`src/rtl/tws_pkg.sv`:
```
`default_nettype none

package tws_pkg;

  localparam int CHANNELS = 4;
  localparam int CH_W     = 4;
  localparam int FIELD_W  = 12;
  localparam int MIN_W    = 11;
  localparam int SCHED_W  = 48;
  localparam int PADDR_W  = 5;
  localparam int PDATA_W  = 64;

  localparam logic [CH_W-1:0] CH_MASK = CH_W'((1 << CHANNELS) - 1);

  typedef enum logic [2:0] {
    OP_TICK       = 3'd0,
    OP_DRIVE      = 3'd1,
    OP_MAN_DRIVE  = 3'd2,
    OP_SET_MANUAL = 3'd3,
    OP_EVAL_NOW   = 3'd4
  } op_t;

  typedef enum logic [1:0] {
    REG_ON_SCHED  = 2'd0,
    REG_OFF_SCHED = 2'd1,
    REG_AUTO      = 2'd2
  } reg_idx_t;

  typedef struct packed {
    logic [2:0]       operation;
    logic [1:0]       channel;
    logic             all_channels;
    logic             level;
    logic [MIN_W-1:0] minute_of_day;
  } in_item_t;

  typedef struct packed {
    logic [CH_W-1:0] output_levels;
    logic [CH_W-1:0] manual_flags;
    logic [CH_W-1:0] changed_mask;
  } out_item_t;

endpackage

`default_nettype wire

```
`src/rtl/time_window_output_switch_top.sv`:
```
// An accepted item is held in the input register, and its result is written to the
// output register when that register is free or is being read.
// Throughput: one item per cycle; the input stalls only while both the input and
// the output register hold items and out_stall is high.
// Reset (rst_n low, synchronous): all outputs off, all channels automatic,
// no minute recorded, schedules zero, auto mode on, both channels empty.
`default_nettype none

module time_window_output_switch_top import tws_pkg::*; (
  input  logic                clk,
  input  logic                rst_n,
  input  logic                in_valid,
  output logic                in_stall,
  input  in_item_t            in_data,
  output logic                out_valid,
  input  logic                out_stall,
  output out_item_t           out_data,
  input  logic                psel,
  input  logic                penable,
  input  logic                pwrite,
  input  logic [PADDR_W-1:0]  paddr,
  input  logic [PDATA_W-1:0]  pwdata,
  output logic [PDATA_W-1:0]  prdata,
  output logic                pready
);

  logic               in_vld_r, in_vld_nxt;
  in_item_t           in_item_r;
  logic               out_vld_r, out_vld_nxt;
  out_item_t          out_item_r, out_item_nxt;
  logic [SCHED_W-1:0] on_r, off_r;
  logic               auto_r;
  logic [CH_W-1:0]    lv_r, lv_nxt;
  logic [CH_W-1:0]    man_r, man_nxt;
  logic [MIN_W-1:0]   lm_r, lm_nxt;
  logic               lmv_r, lmv_nxt;

  logic               in_acc;
  logic               proc;
  logic               cfg_wr;
  reg_idx_t           cfg_idx;
  logic [CH_W-1:0]    target;
  logic [CH_W-1:0]    man_eval;
  logic [CH_W-1:0]    lv_eval;
  logic [CH_W-1:0]    lv_drive;

  // config port
  assign pready  = 1'b1;
  assign cfg_wr  = psel && penable && pwrite && pready;
  assign cfg_idx = reg_idx_t'(paddr[PADDR_W-1:3]);

  always_comb begin
    unique case (cfg_idx)
      REG_ON_SCHED:  prdata = PDATA_W'(on_r);
      REG_OFF_SCHED: prdata = PDATA_W'(off_r);
      REG_AUTO:      prdata = PDATA_W'(auto_r);
      default:       prdata = '0;
    endcase
  end

  always_ff @(posedge clk) begin
    if (!rst_n) begin
      on_r   <= '0;
      off_r  <= '0;
      auto_r <= 1'b1;
    end else if (cfg_wr) begin
      unique case (cfg_idx)
        REG_ON_SCHED:  on_r   <= pwdata[SCHED_W-1:0];
        REG_OFF_SCHED: off_r  <= pwdata[SCHED_W-1:0];
        REG_AUTO:      auto_r <= pwdata[0];
        default: ;
      endcase
    end
  end

  // handshake
  assign proc      = in_vld_r && (!out_vld_r || !out_stall);
  assign in_stall  = in_vld_r && !proc;
  assign in_acc    = in_valid && !in_stall;
  assign out_valid = out_vld_r;
  assign out_data  = out_item_r;

  always_comb begin
    in_vld_nxt  = in_acc ? 1'b1 : (proc ? 1'b0 : in_vld_r);
    out_vld_nxt = proc ? 1'b1 : (out_vld_r && out_stall);
  end

  always_comb begin
    target = '0;
    for (int i = 0; i < CHANNELS; i++) begin
      target[i] = in_item_r.all_channels || (in_item_r.channel == 2'(i));
    end
  end

  // clearing a manual flag re-evaluates with the flag already cleared
  assign man_eval = (op_t'(in_item_r.operation) == OP_SET_MANUAL && !in_item_r.level) ?
                    (man_r & ~target) : man_r;
  assign lv_drive = in_item_r.level ? (lv_r | target) : (lv_r & ~target);

  tws_eval u_eval (
    .now         (in_item_r.minute_of_day),
    .on_sched    (on_r),
    .off_sched   (off_r),
    .manual      (man_eval),
    .levels_cur  (lv_r),
    .levels_eval (lv_eval)
  );

  always_comb begin
    lv_nxt  = lv_r;
    man_nxt = man_r;
    lm_nxt  = lm_r;
    lmv_nxt = lmv_r;
    if (proc) begin
      unique case (op_t'(in_item_r.operation))
        OP_TICK: begin
          if (auto_r && (!lmv_r || in_item_r.minute_of_day != lm_r)) begin
            lm_nxt  = in_item_r.minute_of_day;
            lmv_nxt = 1'b1;
            lv_nxt  = lv_eval;
          end
        end
        OP_DRIVE: begin
          lv_nxt = lv_drive;
        end
        OP_MAN_DRIVE: begin
          man_nxt = man_r | target;
          lv_nxt  = lv_drive;
        end
        OP_SET_MANUAL: begin
          if (target != '0) begin
            man_nxt = man_eval | (in_item_r.level ? target : '0);
            if (!in_item_r.level && auto_r) begin
              lv_nxt = lv_eval;
            end
          end
        end
        OP_EVAL_NOW: begin
          if (auto_r) begin
            lv_nxt = lv_eval;
          end
        end
        default: ;
      endcase
      lv_nxt  = lv_nxt & CH_MASK;
      man_nxt = man_nxt & CH_MASK;
    end
    out_item_nxt.output_levels = lv_nxt;
    out_item_nxt.manual_flags  = man_nxt;
    out_item_nxt.changed_mask  = lv_r ^ lv_nxt;
  end

  always_ff @(posedge clk) begin
    if (!rst_n) begin
      in_vld_r  <= 1'b0;
      out_vld_r <= 1'b0;
      lv_r      <= '0;
      man_r     <= '0;
      lm_r      <= '0;
      lmv_r     <= 1'b0;
    end else begin
      in_vld_r  <= in_vld_nxt;
      out_vld_r <= out_vld_nxt;
      lv_r      <= lv_nxt;
      man_r     <= man_nxt;
      lm_r      <= lm_nxt;
      lmv_r     <= lmv_nxt;
    end
  end

  always_ff @(posedge clk) begin
    if (in_acc) begin
      in_item_r <= in_data;
    end
    if (proc) begin
      out_item_r <= out_item_nxt;
    end
  end

`ifndef SYNTHESIS
  a_idle_state_holds: assert property (@(posedge clk) disable iff (!rst_n)
    !proc |=> $stable(lv_r) && $stable(man_r) && $stable(lmv_r))
    else $error("channel state changed without an item");

  a_result_matches_state: assert property (@(posedge clk) disable iff (!rst_n)
    proc |=> out_vld_r && out_item_r.output_levels == lv_r &&
             out_item_r.manual_flags == man_r)
    else $error("result does not match channel state");

  a_drive_keeps_manual: assert property (@(posedge clk) disable iff (!rst_n)
    proc && in_item_r.operation == OP_DRIVE |=> $stable(man_r))
    else $error("drive changed manual flags");

  a_changed_mask: assert property (@(posedge clk) disable iff (!rst_n)
    proc |=> out_item_r.changed_mask == (lv_r ^ $past(lv_r)))
    else $error("changed mask wrong");
`endif

endmodule

`default_nettype wire

```
`src/rtl/tws_eval.sv`:
```
`default_nettype none

module tws_eval import tws_pkg::*; (
  input  logic [MIN_W-1:0]   now,
  input  logic [SCHED_W-1:0] on_sched,
  input  logic [SCHED_W-1:0] off_sched,
  input  logic [CH_W-1:0]    manual,
  input  logic [CH_W-1:0]    levels_cur,
  output logic [CH_W-1:0]    levels_eval
);

  always_comb begin
    logic [FIELD_W-1:0] onf;
    logic [FIELD_W-1:0] offf;
    logic [MIN_W-1:0]   on_min;
    logic [MIN_W-1:0]   off_min;
    logic               has_on;
    logic               has_off;
    logic               v;
    levels_eval = '0;
    for (int c = 0; c < CHANNELS; c++) begin
      onf     = on_sched[c*FIELD_W +: FIELD_W];
      offf    = off_sched[c*FIELD_W +: FIELD_W];
      has_on  = onf[FIELD_W-1];
      has_off = offf[FIELD_W-1];
      on_min  = onf[MIN_W-1:0];
      off_min = offf[MIN_W-1:0];
      v       = levels_cur[c];
      if (manual[c]) begin
        v = levels_cur[c];
      end else if (has_on && has_off) begin
        // window [on, off), wraps past midnight when on > off
        if (on_min == off_min) begin
          v = 1'b0;
        end else if (on_min < off_min) begin
          v = (now >= on_min) && (now < off_min);
        end else begin
          v = (now >= on_min) || (now < off_min);
        end
      end else begin
        if (has_on && now == on_min) begin
          v = 1'b1;
        end
        if (has_off && now == off_min) begin
          v = 1'b0;
        end
      end
      levels_eval[c] = v;
    end
  end

endmodule

`default_nettype wire

```
`config.mk`:
```
export PLATFORM = sky130hd
export DESIGN_NAME = time_window_output_switch_top
export DESIGN_NICKNAME = d
export VERILOG_FILES = /design/src/rtl/tws_pkg.sv /design/src/rtl/time_window_output_switch_top.sv /design/src/rtl/tws_eval.sv
export SDC_FILE = /design/constraint.sdc
export NUM_CORES = 1
export LEC_CHECK = 0
export BUFFER_PORTS_ARGS = -buffer_cell sky130_fd_sc_hd__buf_2
export CORE_MARGIN = 5
export CORE_UTILIZATION = 35
export DETAILED_ROUTE_END_ITERATION = 8
export HOLD_SLACK_MARGIN = 0.1
export PLACE_DENSITY = 0.56
export SLEW_MARGIN = 20
export SYNTH_ARGS = -nofsm -noshare
export SYNTH_HDL_FRONTEND = slang
export SYNTH_HIERARCHICAL = 1
export SYNTH_SLANG_ARGS = --single-unit
```
`constraint.sdc`:
```
create_clock -name clk -period 4.5 [get_ports clk]
set_input_delay 0.9 -clock clk [delete_from_list [all_inputs] [get_ports clk]]
set_output_delay 0.9 -clock clk [all_outputs]
set_load 0.005 [all_outputs]
```
After elaboration in Yosys (flattened, before gate mapping)

Index checks and enable logic that the tools add are counted.

Equal/unequal tests: 22
Mux-type cells: 40
Order comparisons: 12
Bitwise operators: 7
Reductions and logical operators: 51

Operator list:

| operator             | count |
|---|---|
| $pmux W48 S3         | 1 |
| $eq A11 B11 Y1       | 12 |
| $lt A11 B11 Y1       | 8 |
| $ge A11 B11 Y1       | 4 |
| $mux W4              | 10 |
| $mux W1              | 27 |
| $logic_and A1 B1 Y1  | 25 |
| $pmux W4 S4          | 1 |
| $or A4 B4 Y4         | 3 |
| $ne A11 B11 Y1       | 1 |
| $logic_or A1 B1 Y1   | 10 |
| $and A4 B4 Y4        | 2 |
| $pmux W4 S2          | 1 |
| $eq A2 B2 Y1 const B | 3 |
| $eq A3 B2 Y1 const B | 2 |
| $logic_not A1 Y1     | 6 |
| $reduce_and A2 Y1    | 3 |
| $eq A2 B1 Y1 const B | 2 |
| $logic_not A2 Y1     | 2 |
| $not A4 Y4           | 1 |
| $reduce_bool A4 Y1   | 1 |
| $xor A4 B4 Y4        | 1 |
| $eq A3 B1 Y1 const B | 1 |
| $eq A3 B3 Y1 const B | 1 |
| 4 further kinds      | 4 |

Word-level logic and storage cells: 149
Register bits after elaboration: 149

Logic depth before layout (Yosys ltp)

Depth in word-level cells: 11
Mapped depth: 17

Hierarchy

The synthesis kept the hierarchy.

By module, submodules not included:

| module                        | times used | seq. area each (µm²) | cells an instance | area each (µm²) |
|---|---|---|---|---|
| time_window_output_switch_top | 1          | 3283.1               | 770               | 6891.6 |
| tws_eval                      | 1          | 0.0                  | 435               | 3258.1 |

Worst setup path before layout

OpenSTA, ideal clock, no wires.

Path kind: reg-to-reg
Start: reg off_r[38]
End: reg lv_r[3]
Required time: 4.385 ns
Library setup time: 0.115 ns
Stages on the path, launching flop included: 15
Data arrival time: 3.153 ns
Setup slack: 1.232 ns
Path through: dfxtp_1 inv_1 ha_1 a21oi_2 a21oi_1 or3_1 a221oi_2 nand2_1 a311o_1 mux2_1 a211oi_1 o221ai_1 a2111oi_2 a21oi_2 and2_1

Cells in the longest elaborated chain, start to end: 10
Elaborated cells between the ends (all ways): 18

Ends and longest elaborated chain:

| element                                                          | line                                 | RTL |
|---|---|---|
| start: declaration                                               | time_window_output_switch_top.sv:31  | `logic [SCHED_W-1:0] on_r, off_r;` |
| start signal: assignment                                         | time_window_output_switch_top.sv:69  | `REG_OFF_SCHED: off_r <= pwdata[SCHED_W-1:0];` |
| $lt A11 B11 Y1                                                   | tws_eval.sv:36, tws_eval.sv:38       |  |
| $logic_or A1 B1 Y1 / $logic_and A1 B1 Y1 (equally long branches) | tws_eval.sv:38, tws_eval.sv:36       |  |
| $mux W1                                                          | tws_eval.sv:35                       | `end else if (on_min < off_min) begin` |
| $mux W1                                                          | tws_eval.sv:33                       | `if (on_min == off_min) begin` |
| $mux W1 (*)                                                      | tws_eval.sv:31                       | `end else if (has_on && has_off) begin` |
| $mux W1 (*)                                                      | tws_eval.sv:29                       | `if (manual[c]) begin` |
| named net lv_eval[3]                                             | time_window_output_switch_top.sv:44  | `logic [CH_W-1:0] lv_eval;` |
| $mux W4                                                          | time_window_output_switch_top.sv:133 | `if (!in_item_r.level && auto_r) begin` |
| $mux W4                                                          | time_window_output_switch_top.sv:131 | `if (target != '0) begin` |
| $pmux W4 S4 (*)                                                  | time_window_output_switch_top.sv:115 | `unique case (op_t'(in_item_r.operation))` |
| $mux W4 (*)                                                      | time_window_output_switch_top.sv:114 | `if (proc) begin` |
| named net lv_nxt[3]                                              | time_window_output_switch_top.sv:33  | `logic [CH_W-1:0] lv_r, lv_nxt;` |
| end signal: assignment                                           | time_window_output_switch_top.sv:164 | `lv_r <= lv_nxt;` |
| end: declaration                                                 | time_window_output_switch_top.sv:33  |  |

Mark *: on every way through the listed nets, which the timed path passes. The rest lies on a longest branch.
A chain may end at the register's enable or synchronous reset.

Worst setup path after layout

Start: reg in_item_r[16] (netlist name)
End: reg lv_r[0]

Cells in the longest elaborated chain, start to end: 8
Elaborated cells between the ends (all ways): 15

Ends and longest elaborated chain:

| element                  | line                                 | RTL |
|---|---|---|
| start: declaration       | time_window_output_switch_top.sv:28  | `in_item_t in_item_r;` |
| start signal: assignment | time_window_output_switch_top.sv:173 | `in_item_r <= in_data;` |
| $eq A3 B2 Y1 (*)         | time_window_output_switch_top.sv:96  | `assign man_eval = (op_t'(in_item_r.operation) == OP_SET_MANUAL && !in_item_r.level) ?` |
| $logic_and A1 B1 Y1 (*)  | time_window_output_switch_top.sv:96  |  |
| $mux W4 (*)              | time_window_output_switch_top.sv:96  |  |
| named net man_eval[0]    | time_window_output_switch_top.sv:43  | `logic [CH_W-1:0] man_eval;` |
| $mux W1 (*)              | tws_eval.sv:29                       |  |
| named net lv_eval[0]     | time_window_output_switch_top.sv:44  |  |
| $mux W4                  | time_window_output_switch_top.sv:133 |  |
| $mux W4                  | time_window_output_switch_top.sv:131 |  |
| $pmux W4 S4 (*)          | time_window_output_switch_top.sv:115 |  |
| $mux W4 (*)              | time_window_output_switch_top.sv:114 |  |
| named net lv_nxt[0]      | time_window_output_switch_top.sv:33  |  |

Marks and branches as above.

==> metrics.cfg <==
[sta]
fin_setup_tns_ns = 0
finalCritPeriodShare_pct = 90.4
hold-worst-slack_ns = 0.474
max_freq_ghz = 0.246
rsz0062_at_grt = false
finalMaxSlewViolations = 0
fin_skew_ns = 0.0111
finalSetupViolCount = 0
post-route-min-period_ns = 4.07
hold_viol_final = 0
max-slew-margin-rel_pct = 33.3
tightest_slew_ns = 0.995

[global_route]
grt_max_degree = 60
grt_antenna_before_repair = 1
grt_pass1_wl_microns = 47400
track_usage_pct = 17.9
overflow = 0
grt_pass1_vias = 8848

[die]
rows = 62
initial_core_util_pct = 35.4
dieArea_sq_mm = 0.0325
die_h_microns = 180
die_x_microns = 180
io_pins = 173
core_region_area_sq_mm = 0.0287

[cells_and_area]
drive_above_1_share_pct = 15.1
area_growth_pct = 16.3
nets = 1547
finish.instance_area_sq_mm = 0.0118
final_common_cell = nand2_1
utilization_pct = 41.1
n_fill_cell = 2957
final_cell_mix = nand2_1, buf_2, ha_1

[critical_path]
max_stage_delay_ns = 0.56
critical_path_arrival_ns = 4.38
start_kind = flop
critPathCaptureType = flop
critPathRequiredTime_ns = 4.81
path_cells = nand2b_1 -> or2_1 -> inv_1 -> a21boi_0 -> nor2b_1 -> nand4_1 -> nor3_1 -> o32a_1 -> a21oi_1 -> o21ai_0 -> mux2_1 -> a211oi_1 -> o221ai_1 -> a2111oi_2 -> a21oi_2 -> and2_1
crit_family = compound AO/OA/AOI/OAI gates
critPathSlowestCell = a21boi_0
path_buf_inv = 1
reg2reg_depth = 16
reg2reg_slack_ns = 0.43
cp.depth = 16
path_class = reg2reg
path_max_fanout = 8

[synthesis]
synth_xor_area_share_pct = 1.04
synthAdderAreaFrac_pct = 16.5
netlist_area_sq_mm = 0.0101
synthFlopType = dfxtp_1
avgSynthCellArea_sq_um = 8.42
synth-edff-count = 30
synth_mux_area_share_pct = 6.07
ys_types = 75
yosys.area_share.simple_pct = 17.6
ys_ff_latch = 149
yosys_warnings = 6
yosysSeqAreaShare_pct = 32.3
synth_compound_area_share_pct = 19.4
synth_top_family_by_area = compound AO/OA/AOI/OAI gates
synthArstFlopShare_pct = 0
synthCells = 1205

[place]
post-dp-hpwl_microns = 21800
numPortBuffers = 136
place_area_sq_mm = 0.0111
place_congestion = 0.877

[clock_tree]
post_cts_buffers = 0
cts_resized = 0
root_buffer = clkbuf_16
h-tree-depth = 4
clk_pin_slew_ns = 0.06
clock-sinks = 149
cts_tree = done
cts_made_buffers = 17
postCtsHoldBufs = 0
clk_latency_ns = 0.43
clk_path_buf_depth = 2

[detailed_routing]
via_count = 8710
drtAntennaViolNets = 0
drc = 0
via_per_inst = 5.07
wire_per_inst_microns = 17.1
drt_iter0_drc = 437
totalWireLength_microns = 29400
drtPass1Iterations = 5

[min_path]
hold_path_depth = 1
hold_path.class = reg2reg

[outcome]
status = finished, final reports clean

[flow_run]
cap_violations = 0

[pwr]
p_per_area_mw_per_mm2 = 291
peakVddDrop_uv = 195
leakage_nw = 4.75

-- Yosys cell counts, drive strengths merged (20+ instances only) --
cell | number | area, sq um
a21boi | 109 | 818
a21oi | 50 | 262
buf | 27 | 183
clkbuf | 42 | 158
dfxtp | 119 | 2380
edfxtp | 30 | 901
ha | 132 | 1650
inv | 98 | 368
mux2i | 57 | 571
nand2 | 225 | 845
nand3 | 20 | 100
nand4 | 20 | 125
nor2 | 67 | 259
nor3 | 21 | 121
o21ai | 41 | 205
-- power by group --
group | leakage, nW | internal (mW) | switching, mW
sequential | 1.25 | 1.40 | 0.0555
combinational | 3.18 | 0.169 | 0.220
clock | 0.315 | 0.989 | 0.607
-- final cells by class --
type	instances	area, sq um	share of cell area (%)
multi-input combinational	904	6220	52.7
timing repair buffer	151	793	6.72
inverter	98	368	3.12
clock buffer	17	425	3.60
sequential	149	3280	27.8
clock inverter	15	228	1.93
antenna	1	2.50	0.0212
tap	384	480	4.07
-- routing by layer --
| metal | GRT usage (%) | vias to the layer above | routed length, microns |
|---|---|---|---|
| li1 | - | 4402 | - |
| met1 | 22.6 | 4093 | 13500 |
| met2 | 31.3 | 180 | 14200 |
| met3 | 2.83 | 35 | 1060 |
| met4 | 5.99 | 0 | 758 |
| met5 | 0 | - | 0 |
-- flip-flops by register name, indices dropped and copies added (netlist names), 4 cells and up --
register and count:
on_r 48, out_data 12, lm_r 11, man_r 4
in_item_r 18, off_r 48, lv_r 4
-- through the flow --
stage          setup WS [ns]  total power [mW]  std cells
2_1_floorplan           1.23              1.73       1220
3_3_place_gp           0.567              1.86       1686
3_5_place_dp           0.461              1.87       1686
4_1_cts                0.443              3.48       1718
5_1_grt                0.105              3.58       1719
6_report               0.431              3.44       1719
-- cell families after synthesis --
group | count (synthesis)
and+or+nand+nor | 399
muxes | 61
adders and majority gates | 134
AOI/OAI and AO/OA | 281
other | 2
DFF | 149
xor gates and xnor gates | 12
buffers and inverters | 167
-- final timing paths --
path / start / to
max: in_item_r[16] / lv_r[0]
min: lmv_r / lmv_r
max reg2reg: in_item_r[16] / lv_r[0]
min reg2reg: lmv_r / lmv_r
Power figures use the tool's default switching activity.
